[src/pwrr_ram.sv]
// ----------------------------------------------------------------------------
// pwrr_ram
// Generic single-write, single-read RAM with registered read data.
// ----------------------------------------------------------------------------
module pwrr_ram #(
   parameter int WIDTH = 8,
   parameter int DEPTH = 16,
   parameter int AW    = (DEPTH > 1) ? $clog2(DEPTH) : 1
) (
   input  logic             clock,
   input  logic             wr_en,
   input  logic [AW-1:0]    wr_addr,
   input  logic [WIDTH-1:0] wr_data,
   input  logic [AW-1:0]    rd_addr,
   output logic [WIDTH-1:0] rd_data
);
   logic [WIDTH-1:0] mem [DEPTH];
   logic [WIDTH-1:0] rd_data_ff;

   always_ff @(posedge clock) begin
      if (wr_en) begin
         mem[wr_addr] <= wr_data;
      end
      rd_data_ff <= mem[rd_addr];
   end

   assign rd_data = rd_data_ff;
endmodule

[config.mk]
export PLATFORM = sky130hd
export DESIGN_NAME = pwrr_ram
export DESIGN_NICKNAME = d
export VERILOG_FILES = /design/src/pwrr_ram.sv
export SDC_FILE = /design/constraint.sdc
export NUM_CORES = 1
export LEC_CHECK = 0
export ABC_AREA = 1
export BUFFER_PORTS_ARGS = -buffer_cell sky130_fd_sc_hd__buf_2
export CAP_MARGIN = 15
export CORE_UTILIZATION = 35
export CTS_CLUSTER_SIZE = 12
export DETAILED_ROUTE_END_ITERATION = 8
export PLACE_DENSITY_LB_ADDON = 0.3
export SETUP_SLACK_MARGIN = 0.02
export SLEW_MARGIN = 0
export SYNTH_ARGS = -nofsm -noshare
export SYNTH_HDL_FRONTEND = slang
export SYNTH_SLANG_ARGS = --single-unit
[constraint.sdc]
create_clock -name clock -period 1.55 [get_ports clock]
set_clock_uncertainty 0.1 [all_clocks]
set_input_delay 0.31 -clock clock [delete_from_list [all_inputs] [get_ports clock]]
set_output_delay 0.31 -clock clock [all_outputs]
set_load 0.01 [all_outputs]
# [After elaboration in Yosys (flattened, before gate mapping)]
# Memory sizes are Yosys's and may differ from the RTL's. A register that Yosys moved wholly into a read port is not among the register bits.
# Index checks and enable logic that the tools add are counted.
[op_classes] addsub=0 n_mul=0 reduce_logical=0 eq_ne=0 n_shift=0 muxes=2 bitwise_logic=0 order_cmp=0 n_div=0
[ops] operator="$mux 1" count=2
[totals] ram_bits=128 in_bits=18 romBits=0 reg_bits=0 latchBits=0 out_inout_bits=8 elab_cells=3 memories=1
[mem_list] memory="mem" words=16 word_bits=8 read_ports=1 rd_clocked_by_memory_dff=1 write_ports=1 line_no="17" source="logic [WIDTH-1:0] mem [DEPTH];"

# [Logic depth before layout (Yosys ltp)]
# Gate-level depths: netlist (run 1).
[logic_depth] ltp_word=2 ltp_mapped=8 depth_no_buf=7

# [Worst setup path after synthesis (run 1)]
# OpenSTA, ideal clock, no wires.
[synth_timing] path_kind="in2reg" start="in wr_addr[2]" end="mem mem[10][0], enable pin" cell_stages=2 setup_time_ps=370 arrival_time_ps=891 path_slack_ps=189 required_ps=1080 path_buffers=0 path_cell_list="nand3b_1 nor2_1"
[synth_rtl] item="from (decl)" line_no="12" source="input logic [AW-1:0] wr_addr,"
[synth_rtl] item="to (decl)" line_no="17"
# No word-level cell before the write port.

# [Worst setup path after layout (run 1)]
[layout_timing] start="reg rd_data_ff[6], in the netlist rd_data[6], read port of mem" end="out rd_data[6]"
[layout_rtl] item="from (decl)" line_no="18" source="logic [WIDTH-1:0] rd_data_ff;"
[layout_rtl] item="to (decl)" line_no="15" source="output logic [WIDTH-1:0] rd_data"
# No word-level cell between the ends.

==> run summary, run 1 <==
Route
• post-route DRC violation count: 0
• Detail Route Antenna Nets: 0
• via count: 3,717
• wire length reported by the detailed router: 12,350 um
• routed vias/inst: 4.495
• wire per inst: 14.93 um
• DR iter-0 viols: 293
• First-pass DRT Iterations: 4

Layout
• NumNets Final: 616
• number of fill cells in the layout: 1,555
• Finished Layout Cells: 827
• sequential standard cell area: 0.004004 mm^2
• area of the multi-input gates: 0.001214 mm^2
• area growth from synthesis to final layout: 17.90%
• layout cells sized above 1: 12.77%
• ant diodes: 0
• post-route design area: 0.006799 mm^2

Synthesis
• number of library cell types mapped by synthesis: 12
• synthesis warning total: 0
• ranking of synthesized cells by area: sky130_fd_sc_hd__edfxtp_1 67%, sky130_fd_sc_hd__nand2_1 11%, sky130_fd_sc_hd__nand3_1 8.4%, sky130_fd_sc_hd__inv_1 6.5%, sky130_fd_sc_hd__dfxtp_1 2.8%
• Seq cells post-synth: 136
• net count after synthesis: 569
• mean post-synth cell area: 10.47 um^2
• top-area cell type share of the netlist area: 66.65%
• cell type contributing the most total cell area after synthesis: sky130_fd_sc_hd__edfxtp_1
• mapped cell area: 0.005767 mm^2
• portion of the post-synthesis area used by sequential elements: 69.43%
• number of instances in the synthesized netlist: 551

Power and ir drop
• Leakage Power: 2.943 nW
• total power per unit cell area: 1229 mW/mm^2
• maximum ir drop on the vdd rail: 0.8809 mV

STA
• final setup TNS: 0 ps
• Hold Violations, Final: 0
• highest attainable clock frequency: 769.5 MHz
• worst rel slew slack: 75.57%
• count of pins over their slew limit: 0
• clock period minus final worst setup slack: 1300 ps
• Min Hold Slack: 146.8 ps
• Least-Margin Pin Slew: 366.5 ps
• ratio of final minimum period to clock period: 83.84%
• RSZ-0062 raised after global routing: false
• number of failing setup endpoints in the final timing report: 0

Die
• die area: 0.01699 mm^2
• initial standard-cell utilization of the core: 36.04%
• die height: 130.4 um
• Die W: 130.4 um
• site row count: 46
• area of the core region: 0.01600 mm^2
• io pins: 26

CTS
• CTS tree: built
• # resized after CTS: 0
• post-CTS repair timing setup buffer count: 0
• H-tree depth: 4
• clock buffer depth: 2
• CTS Root Buffer Type: sky130_fd_sc_hd__clkbuf_16
• clock tree sinks: 136
• post-cts hold buffer count: 0
• Clk pin slew, worst setup/hold paths: 60 ps
• insertion delay to the later sink of the worst-skew pair: 420 ps
• number of clock buffers inserted by TritonCTS: 17

Setup path
• Arrival @ worst endpoint: 890 ps
• CP max FO: 1
• highest cell delay on the worst timing path: 330 ps
• category of the most critical setup path: reg2out
• Worst path slowest cell: sky130_fd_sc_hd__dfxtp_1
• Buffers & Inverters on Critical Path: 1
• CP startpoint kind: flop
• category of cells accounting for the largest share of critical-path delay: flip-flops
• required time of the critical path: 1140 ps
• type of element capturing the critical path: output port
• chain of cells forming the critical path: buf_2

Global routing
• number of global-route vias before repair: 3,684
• number of antenna violations at the first check in global routing: 0
• global route overflow: 0
• all-layer global routing usage: 16.53%
• global-route wire length before repair: 19,820 um
• pin count of the biggest net entering global routing: 33

Worst hold path
• class of the most critical hold timing path: in2reg

Place
• placed instance area: 0.006248 mm^2
• placer's final routability congestion estimate: 0.8193
• Cells after DPL: 795
• post-detailed-placement half-perimeter wirelength: 8154 um
• count of input and output buffers: 25

Outcome
• status: completed

Flow run
• maxcap violations: 0

## layout make-up
| class | instances | share of cell area (%) |
|---|---|---|
| sequential | 136 | 58.89 |
| inverter | 102 | 5.631 |
| multi-input combinational | 289 | 17.85 |
| timing repair buffer | 52 | 5.558 |
| clock buffer | 28 | 7.453 |
| tap | 216 | 3.975 |
| clock inverter | 4 | 0.6441 |
## cells by family (layout without fill, tap and decap cells)
logic type,count (synthesis),count (layout),share of synthesized area [%]
buffers and inverters,126,186,9.525
flip-flops,136,136,69.43
AND/OR/NAND/NOR,289,289,21.05
## Yosys cell counts (all sizes together)
cell      n
nand2   173
dfxtp     8
nand3    97
buf      24
nand3b    2
inv     102
nor2     17
edfxtp  128
## metrics by stage
| step | power (mW) | setup slack (ps) | utilization, % |
|---|---|---|---|
| after floorplan | 4.509 | 189.2 | - |
| after global placement | 4.737 | 78.61 | 39.05 |
| after detailed placement | 4.743 | 59.62 | 39.05 |
| after CTS | 8.430 | 230.6 | 42.49 |
| after global routing | 8.616 | 224.9 | 42.49 |
| final | 8.358 | 250.5 | 42.49 |
## sequential cells by signal, indices dropped and copies added (netlist names)
register	count
mem	128
rd_data	8
## cell usage in the layout, fill, tap and decap left out, drive strengths merged
cell type,instances
buf,52
bufinv,1
clkbuf,28
clkinv,3
dfxtp,8
edfxtp,128
inv,102
nand2,173
nand3,97
nand3b,2
nor2,17
## worst paths after layout
kind | startpoint | endpoint | slack, ps | cells past startpoint
max | rd_data[6]$_DFF_P_ | rd_data[6] | 250 | 1
min reg2reg | mem[14][7]$_DFFE_PP_ | rd_data[7]$_DFF_P_ | 570 | 6
min | rd_addr[3] | rd_data[7]$_DFF_P_ | 150 | 3
max reg2reg | mem[0][2]$_DFFE_PP_ | rd_data[2]$_DFF_P_ | 410 | 6
## power by group
group          switching (mW)  internal, mW  total, mW
Sequential             0.0210          4.12       4.14
Clock                    1.33          2.36       3.70
Combinational           0.358         0.167      0.526
## routing by layer
metal | vias up | global-route usage, % | part of all wire [%]
li1 | 1866 | - | -
met1 | 1752 | 20.69 | 45
met4 | 0 | 6.964 | 1.9
met3 | 19 | 3.567 | 4.1
met5 | - | 0 | 0
met2 | 80 | 27.72 | 49
(Power assumes the default switching activity.)
==> run 2: changes to the inputs <==
Settings changed: ABC_AREA 1 to 0.
Clock period 1.55 ns to 1.3 ns, I/O delays scaled along.
==> run summary, run 2 <==
CTS
• post-CTS repair timing setup buffer count: 0, unchanged
• CTS tree: built
• H-tree depth: 4, unchanged
• insertion delay to the later sink of the worst-skew pair: 410 ps, about the same
• number of clock buffers inserted by TritonCTS: 17, unchanged
• Clk pin slew, worst setup/hold paths: 60 ps, about the same
• post-cts hold buffer count: 0, unchanged
• clock tree sinks: 136, unchanged
• CTS Root Buffer Type: sky130_fd_sc_hd__clkbuf_16
• clock buffer depth: 2, unchanged

Setup path
• Worst path slowest cell: sky130_fd_sc_hd__mux4_2
• worst reg2reg startpoint: mem[11][3]$_DFFE_PP_
• type of element capturing the critical path: flop
• highest cell delay on the worst timing path: 480 ps, +150 ps
• CP max FO: 1, unchanged
• logic depth of the worst register-to-register path: 3, -3
• category of cells accounting for the largest share of critical-path delay: multiplexers
• chain of cells forming the critical path: mux4_2, a22oi_2, nand2_1
• required time of the critical path: 1490 ps, +350 ps
• category of the most critical setup path: reg2reg
• setup slack of the worst register-to-register path: -110 ps, -520 ps
• CP startpoint kind: flop
• Arrival @ worst endpoint: 1600 ps, +710 ps
• Buffers & Inverters on Critical Path: 0, -1
• worst reg2reg path endpoint: rd_data[3]$_DFF_P_

Die
• io pins: 26, unchanged
• Die W: 123.3 um, -5.4%
• site row count: 43, -6.5%
• die height: 123.3 um, -5.4%
• area of the core region: 0.01410 mm^2, -12%
• initial standard-cell utilization of the core: 36.52%, +0.48 points
• die area: 0.01520 mm^2, -11%

Synthesis
• top flip-flop cell by instance count after synthesis: sky130_fd_sc_hd__edfxtp_1
• number of library cell types mapped by synthesis: 19, +7
• top-area cell type share of the netlist area: 74.67%, +8.0 points
• Commonest cells post-synth: 128 x sky130_fd_sc_hd__edfxtp_1, 18 x sky130_fd_sc_hd__mux4_2, 16 x sky130_fd_sc_hd__a22oi_1
• most common cell in the synthesized netlist: sky130_fd_sc_hd__edfxtp_1
• number of instances in the synthesized netlist: 229, -58%
• simple logic cell fraction of the synthesized area: 3.184%, -18 points
• async set-or-reset flop fraction in the synthesized netlist: 0%, unchanged
• Seq cells post-synth: 136, unchanged
• ranking of synthesized cells by area: sky130_fd_sc_hd__edfxtp_1 75%, sky130_fd_sc_hd__mux4_2 7.9%, sky130_fd_sc_hd__mux4_1 7.1%, sky130_fd_sc_hd__dfxtp_1 3.1%, sky130_fd_sc_hd__a22oi_1 2.3%
• xor/xnor share of the synthesized area: 0%, unchanged
• mean post-synth cell area: 22.48 um^2, +110%
• synthesis warning total: 0, unchanged
• cell type contributing the most total cell area after synthesis: sky130_fd_sc_hd__edfxtp_1
• compound-gate portion of the synthesized area: 2.333%, +2.3 points
• portion of the post-synthesis area used by sequential elements: 77.78%, +8.4 points
• mux share of post-synthesis cell area: 15.02%, +15 points
• fraction of the mapped netlist area in adder cells: 0%, unchanged
• net count after synthesis: 247, -57%
• EDFF count, synth: 128, unchanged
• combinational family with the most area after synthesis: multiplexers
• mapped cell area: 0.005147 mm^2, -11%

Route
• via count: 2,449, -34%
• DR iter-0 viols: 160, -45%
• wire length reported by the detailed router: 9923 um, -20%
• post-route DRC violation count: 0, unchanged
• First-pass DRT Iterations: 4, unchanged
• wire per inst: 19.97 um, +34%
• routed vias/inst: 4.928, +9.6%
• Detail Route Antenna Nets: 0, unchanged

STA
• highest attainable clock frequency: 709.9 MHz
• number of failing setup endpoints in the final timing report: 8, +8
• ratio of final minimum period to clock period: 108.4%
• RSZ-0062 raised after global routing: true
• Min Hold Slack: 131.5 ps, -15.37 ps
• minimum setup slack in the final design: -108.7 ps, -359.2 ps
• final setup TNS: -334.7 ps, -334.7 ps
• clock period minus final worst setup slack: 1409 ps
• count of pins over their slew limit: 0, unchanged
• Hold Violations, Final: 0, unchanged
• worst rel slew slack: 33.68%, -42 points
• Least-Margin Pin Slew: 991.2 ps, +624.7 ps

Worst hold path
• number of stages on the worst hold path: 1, -2
• class of the most critical hold timing path: in2reg
• Min-Delay Startpoint: wr_data[2]
• endpoint with the worst hold slack: mem[9][2]$_DFFE_PP_

Power and ir drop
• overall power: 10.32 mW, +23%
• Leakage Power: 2.210 nW, -25%
• maximum ir drop on the vdd rail: 0.9445 mV, +7.2%
• total power per unit cell area: 1560 mW/mm^2, +27%

Global routing
• all-layer global routing usage: 14.57%, -2.0 points
• global-route wire length before repair: 14,970 um, -24%
• number of antenna violations at the first check in global routing: 0, unchanged
• number of global-route vias before repair: 2,558, -31%
• global route overflow: 0, unchanged
• pin count of the biggest net entering global routing: 17, -48%

Layout
• area growth from synthesis to final layout: 28.46%
• number of flip-flops in the largest register: 128, unchanged
• commonest non-fill, non-tap cells in the layout: 128 x sky130_fd_sc_hd__edfxtp_1, 32 x sky130_fd_sc_hd__mux4_2, 24 x sky130_fd_sc_hd__buf_4, 23 x sky130_fd_sc_hd__buf_2, 18 x sky130_fd_sc_hd__buf_12
• most flop-heavy register: mem
• most common library cell in the layout ignoring fill and taps: sky130_fd_sc_hd__edfxtp_1
• NumNets Final: 322, -48%
• number of fill cells in the layout: 1,158, -26%
• ant diodes: 0, unchanged
• Core Util, Final: 46.91%, +4.4 points
• layout cells sized above 1: 47.95%, +35 points

Place
• placer's final routability congestion estimate: 0.7138, -13%
• post-detailed-placement half-perimeter wirelength: 6813 um, -16%
• setup slack at placement: -557.0 ps, -616.6 ps
• count of input and output buffers: 25, unchanged

Flow run
• maxcap violations: 0, unchanged

Outcome
• status: finished, violations left
• failing checks: setup timing

[run 2: cell count changes after synthesis, sizes merged, moves of 3 or more]
cell / previous run / this run
mux4: 0 / 32
nor2: 17 / 13
nor3: 0 / 4
clkdlybuf4s25: 0 / 3
inv: 102 / 0
nand3: 97 / 1
a22oi: 0 / 16
buf: 24 / 7
nand2: 173 / 9
[run 2: metal layers]
metal	track usage, %	up-vias	routed length (um)	share of wire, %
met5	0	-	0	0
met4	7.229	0	208	2.1
met3	3.321	16	264	2.7
met2	24.13	47	5097	51
met1	17.98	1270	4352	44
li1	-	1116	-	-
[run 2: where the power goes]
group | internal (mW) | switching (mW) | total (mW)
combinational | 0.284 | 0.305 | 0.588
sequential | 4.90 | 0.0301 | 4.93
clock | 3.03 | 1.77 | 4.79
total | 8.21 | 2.10 | 10.3
[run 2: worst max-delay path by stage]
stage / start / end / slack, ps / cells past startpoint
finish: mem[11][3]$_DFFE_PP_ / rd_data[3]$_DFF_P_ / -110 / 3
global placement: rd_addr[0] / rd_data[5]$_DFF_P_ / -540 / 6
floorplan: wr_addr[2] / mem[0][0]$_DFFE_PP_ / -160 / 2
global route: mem[11][3]$_DFFE_PP_ / rd_data[3]$_DFF_P_ / -130 / 3
detailed placement: rd_addr[0] / rd_data[5]$_DFF_P_ / -560 / 6
CTS: mem[12][6]$_DFFE_PP_ / rd_data[6]$_DFF_P_ / -80 / 3
[run 2: what timing repair did]
action | CTS | global route
resized for setup | 10 | 3
setup endpoints to repair | 10 | 8
pin swaps | 6 | 2
[run 2: cells by family after synthesis]
| group | Yosys count |
|---|---|
| flops | 136 |
| simple gates | 35 |
| mux | 32 |
| compound gates | 16 |
| buf+inv | 10 |
[run 2: per-stage QoR]
step | instances | instance area, um^2
final | 497 | 6613
after CTS | 497 | 6600
after global routing | 497 | 6613
after floorplan | 229 | 5201
after global placement | 465 | 5964
after detailed placement | 465 | 5964
[run 2: cell type report]
type | instances | area [um^2] | area share, %
sequential | 136 | 4006 | 60.59
tap | 180 | 225.2 | 3.406
clock inverter | 14 | 175.2 | 2.649
multi-input combinational | 83 | 1114 | 16.84
clock buffer | 18 | 429.2 | 6.490
timing repair buffer | 66 | 663.1 | 10.03
[run 2: worst reg2reg max path, cell delays in order, from the launching register on]
cell and delay [ps]:
sky130_fd_sc_hd__edfxtp_1 360, sky130_fd_sc_hd__mux4_2 480, sky130_fd_sc_hd__a22oi_2 260, sky130_fd_sc_hd__nand2_1 90
==> run 3: changes to the inputs <==
Clock period 1.3 ns to 1.5 ns, I/O delays scaled along.
==> run summary, run 3 (synthesized netlist as in run 2, its figures left out) <==
Outcome
• status: completed

Route
• First-pass DRT Iterations: 4, unchanged
• DR iter-0 viols: 195, +22%
• post-route DRC violation count: 0, unchanged
• via count: 2,444, -0.20%
• Detail Route Antenna Nets: 0, unchanged
• routed vias/inst: 5.071, +2.9%
• wire length reported by the detailed router: 10,190 um, +2.7%
• wire per inst: 21.15 um, +5.9%

STA
• number of failing setup endpoints in the final timing report: 0, -8
• clock period minus final worst setup slack: 1424 ps, +15.69 ps
• worst rel slew slack: 37.92%, +4.2 points
• Least-Margin Pin Slew: 929.3 ps, -61.85 ps
• highest attainable clock frequency: 702.1 MHz, -1.1%
• ratio of final minimum period to clock period: 94.96%, -13 points
• Hold Violations, Final: 0, unchanged
• RSZ-0062 raised after global routing: false
• count of pins over their slew limit: 0, unchanged

CTS
• number of clock buffers inserted by TritonCTS: 17, unchanged
• Clk pin slew, worst setup/hold paths: 50 ps, about the same
• insertion delay to the later sink of the worst-skew pair: 410 ps, about the same
• post-cts hold buffer count: 0, unchanged
• clock buffer depth: 2, unchanged
• CTS Root Buffer Type: sky130_fd_sc_hd__clkbuf_16
• CTS tree: built
• H-tree depth: 4, unchanged
• clock tree sinks: 136, unchanged

Die
• initial standard-cell utilization of the core: 36.52%, unchanged
• io pins: 26, unchanged
• die area: 0.01520 mm^2, unchanged
• die height: 123.3 um, unchanged
• area of the core region: 0.01410 mm^2, unchanged
• site row count: 43, unchanged
• Die W: 123.3 um, unchanged

Layout
• NumNets Final: 307, -4.7%
• most flop-heavy register: mem
• layout cells sized above 1: 36.42%, -12 points
• number of flip-flops in the largest register: 128, unchanged
• post-route design area: 0.006347 mm^2, -4.0%
• most common library cell in the layout ignoring fill and taps: sky130_fd_sc_hd__edfxtp_1
• ant diodes: 0, unchanged
• commonest non-fill, non-tap cells in the layout: 128 x sky130_fd_sc_hd__edfxtp_1, 25 x sky130_fd_sc_hd__buf_2, 22 x sky130_fd_sc_hd__mux4_2, 19 x sky130_fd_sc_hd__buf_4, 17 x sky130_fd_sc_hd__clkbuf_16
• Finished Layout Cells: 482, -3.0%
• area growth from synthesis to final layout: 23.31%

Power and ir drop
• total power per unit cell area: 1437 mW/mm^2, -7.9%
• overall power: 9.122 mW, -12%
• Leakage Power: 2.149 nW, -2.8%
• maximum ir drop on the vdd rail: 0.8509 mV, -9.9%

Setup path
• worst reg2reg startpoint: mem[1][0]$_DFFE_PP_
• logic depth of the worst register-to-register path: 3, unchanged
• category of the most critical setup path: reg2reg
• required time of the critical path: 1680 ps, +190 ps
• Arrival @ worst endpoint: 1610 ps, about the same
• worst reg2reg path endpoint: rd_data[0]$_DFF_P_
• type of element capturing the critical path: flop
• setup slack of the worst register-to-register path: 80 ps, +180 ps
• CP startpoint kind: flop
• CP max FO: 1, unchanged

Place
• post-detailed-placement half-perimeter wirelength: 6416 um, -5.8%
• placer's final routability congestion estimate: 0.6726, -5.8%
• count of input and output buffers: 25, unchanged
• Cells after DPL: 450, -3.2%
• placed instance area: 0.005703 mm^2, -4.4%

Worst hold path
• Min-Delay Startpoint: wr_data[2]
• class of the most critical hold timing path: in2reg
• number of stages on the worst hold path: 1, unchanged
• endpoint with the worst hold slack: mem[13][2]$_DFFE_PP_

Global routing
• number of global-route vias before repair: 2,498, -2.3%
• pin count of the biggest net entering global routing: 17, unchanged
• global-route wire length before repair: 15,200 um, +1.5%
• all-layer global routing usage: 14.71%, +0.14 points
• global route overflow: 0, unchanged
• number of antenna violations at the first check in global routing: 0, unchanged

Flow run
• maxcap violations: 0, unchanged

==> run 3: cell count changes in the layout (fill, tap and decap cells not counted), sizes merged <==
| cell | delta |
|---|---|
| clkinvlp | -1 |
| clkinv | -4 |
| bufinv | +2 |
| clkbuf | +4 |
| buf | -14 |
| inv | -2 |
==> run 3: timing repair <==
item | CTS | global route
endpoints found under the setup margin | 0 | 3
resized for setup | 0 | 3
buffers inserted | 0 | 0
==> run 3: worst max path at each step <==
stage	start	to	slack [ps]	depth (start not counted)
global placement	rd_addr[0]	rd_data[3]$_DFF_P_	-350	5
finish	mem[1][0]$_DFFE_PP_	rd_data[0]$_DFF_P_	80	3
global route	mem[1][1]$_DFFE_PP_	rd_data[1]$_DFF_P_	30	3
detailed placement	rd_addr[0]	rd_data[1]$_DFF_P_	-370	5
CTS	mem[11][7]$_DFFE_PP_	rd_data[7]$_DFF_P_	20	3
floorplan	rd_addr[0]	rd_data[1]$_DFF_P_	-40	5
==> run 3: worst max-delay path: stages, from the launching register on <==
cell and delay, ps:
sky130_fd_sc_hd__edfxtp_1 350, sky130_fd_sc_hd__mux4_1 500, sky130_fd_sc_hd__a22oi_1 260, sky130_fd_sc_hd__nand2_1 100
==> run 3: stage by stage <==
step | setup TNS [ps] | setup slack (ps) | hold slack [ps] | util, %
2_1_floorplan | -133.1 | -36.33 | 298.9 | -
3_3_place_gp | -5462 | -347.8 | 548.0 | 40.46
3_5_place_dp | -5690 | -369.9 | 564.0 | 40.46
4_1_cts | 0 | 21.99 | 172.2 | 44.93
5_1_grt | 0 | 31.67 | 175.6 | 45.03
6_report | 0 | 75.62 | 181.5 | 45.03
==> run 3: cell type report <==
class	instances	area (um^2)
Fill cell	1189	7749
Clock buffer	23	457.9
Tap cell	180	225.2
Multi-Input combinational cell	83	1089
Sequential cell	136	4004
Timing Repair Buffer	51	399.1
Clock inverter	9	172.7
==> run 3: routing by layer <==
| layer | GRT usage (%) | part of all wire [%] | wire length (um) | up-vias |
|---|---|---|---|---|
| met5 | 0 | 0 | 0 | - |
| met4 | 5.648 | 0.77 | 78 | 0 |
| met3 | 3.875 | 5.0 | 511 | 8 |
| met2 | 21.19 | 47 | 4783 | 69 |
| met1 | 21.31 | 47 | 4820 | 1282 |
| li1 | - | - | - | 1085 |
==> run 3: power by group <==
| part | total [mW] | internal, mW | leakage [nW] | switching, mW |
|---|---|---|---|---|
| Combinational | 0.430 | 0.191 | 0.620 | 0.239 |
| Clock | 4.41 | 2.99 | 0.305 | 1.43 |
| Sequential | 4.28 | 4.25 | 1.22 | 0.0264 |
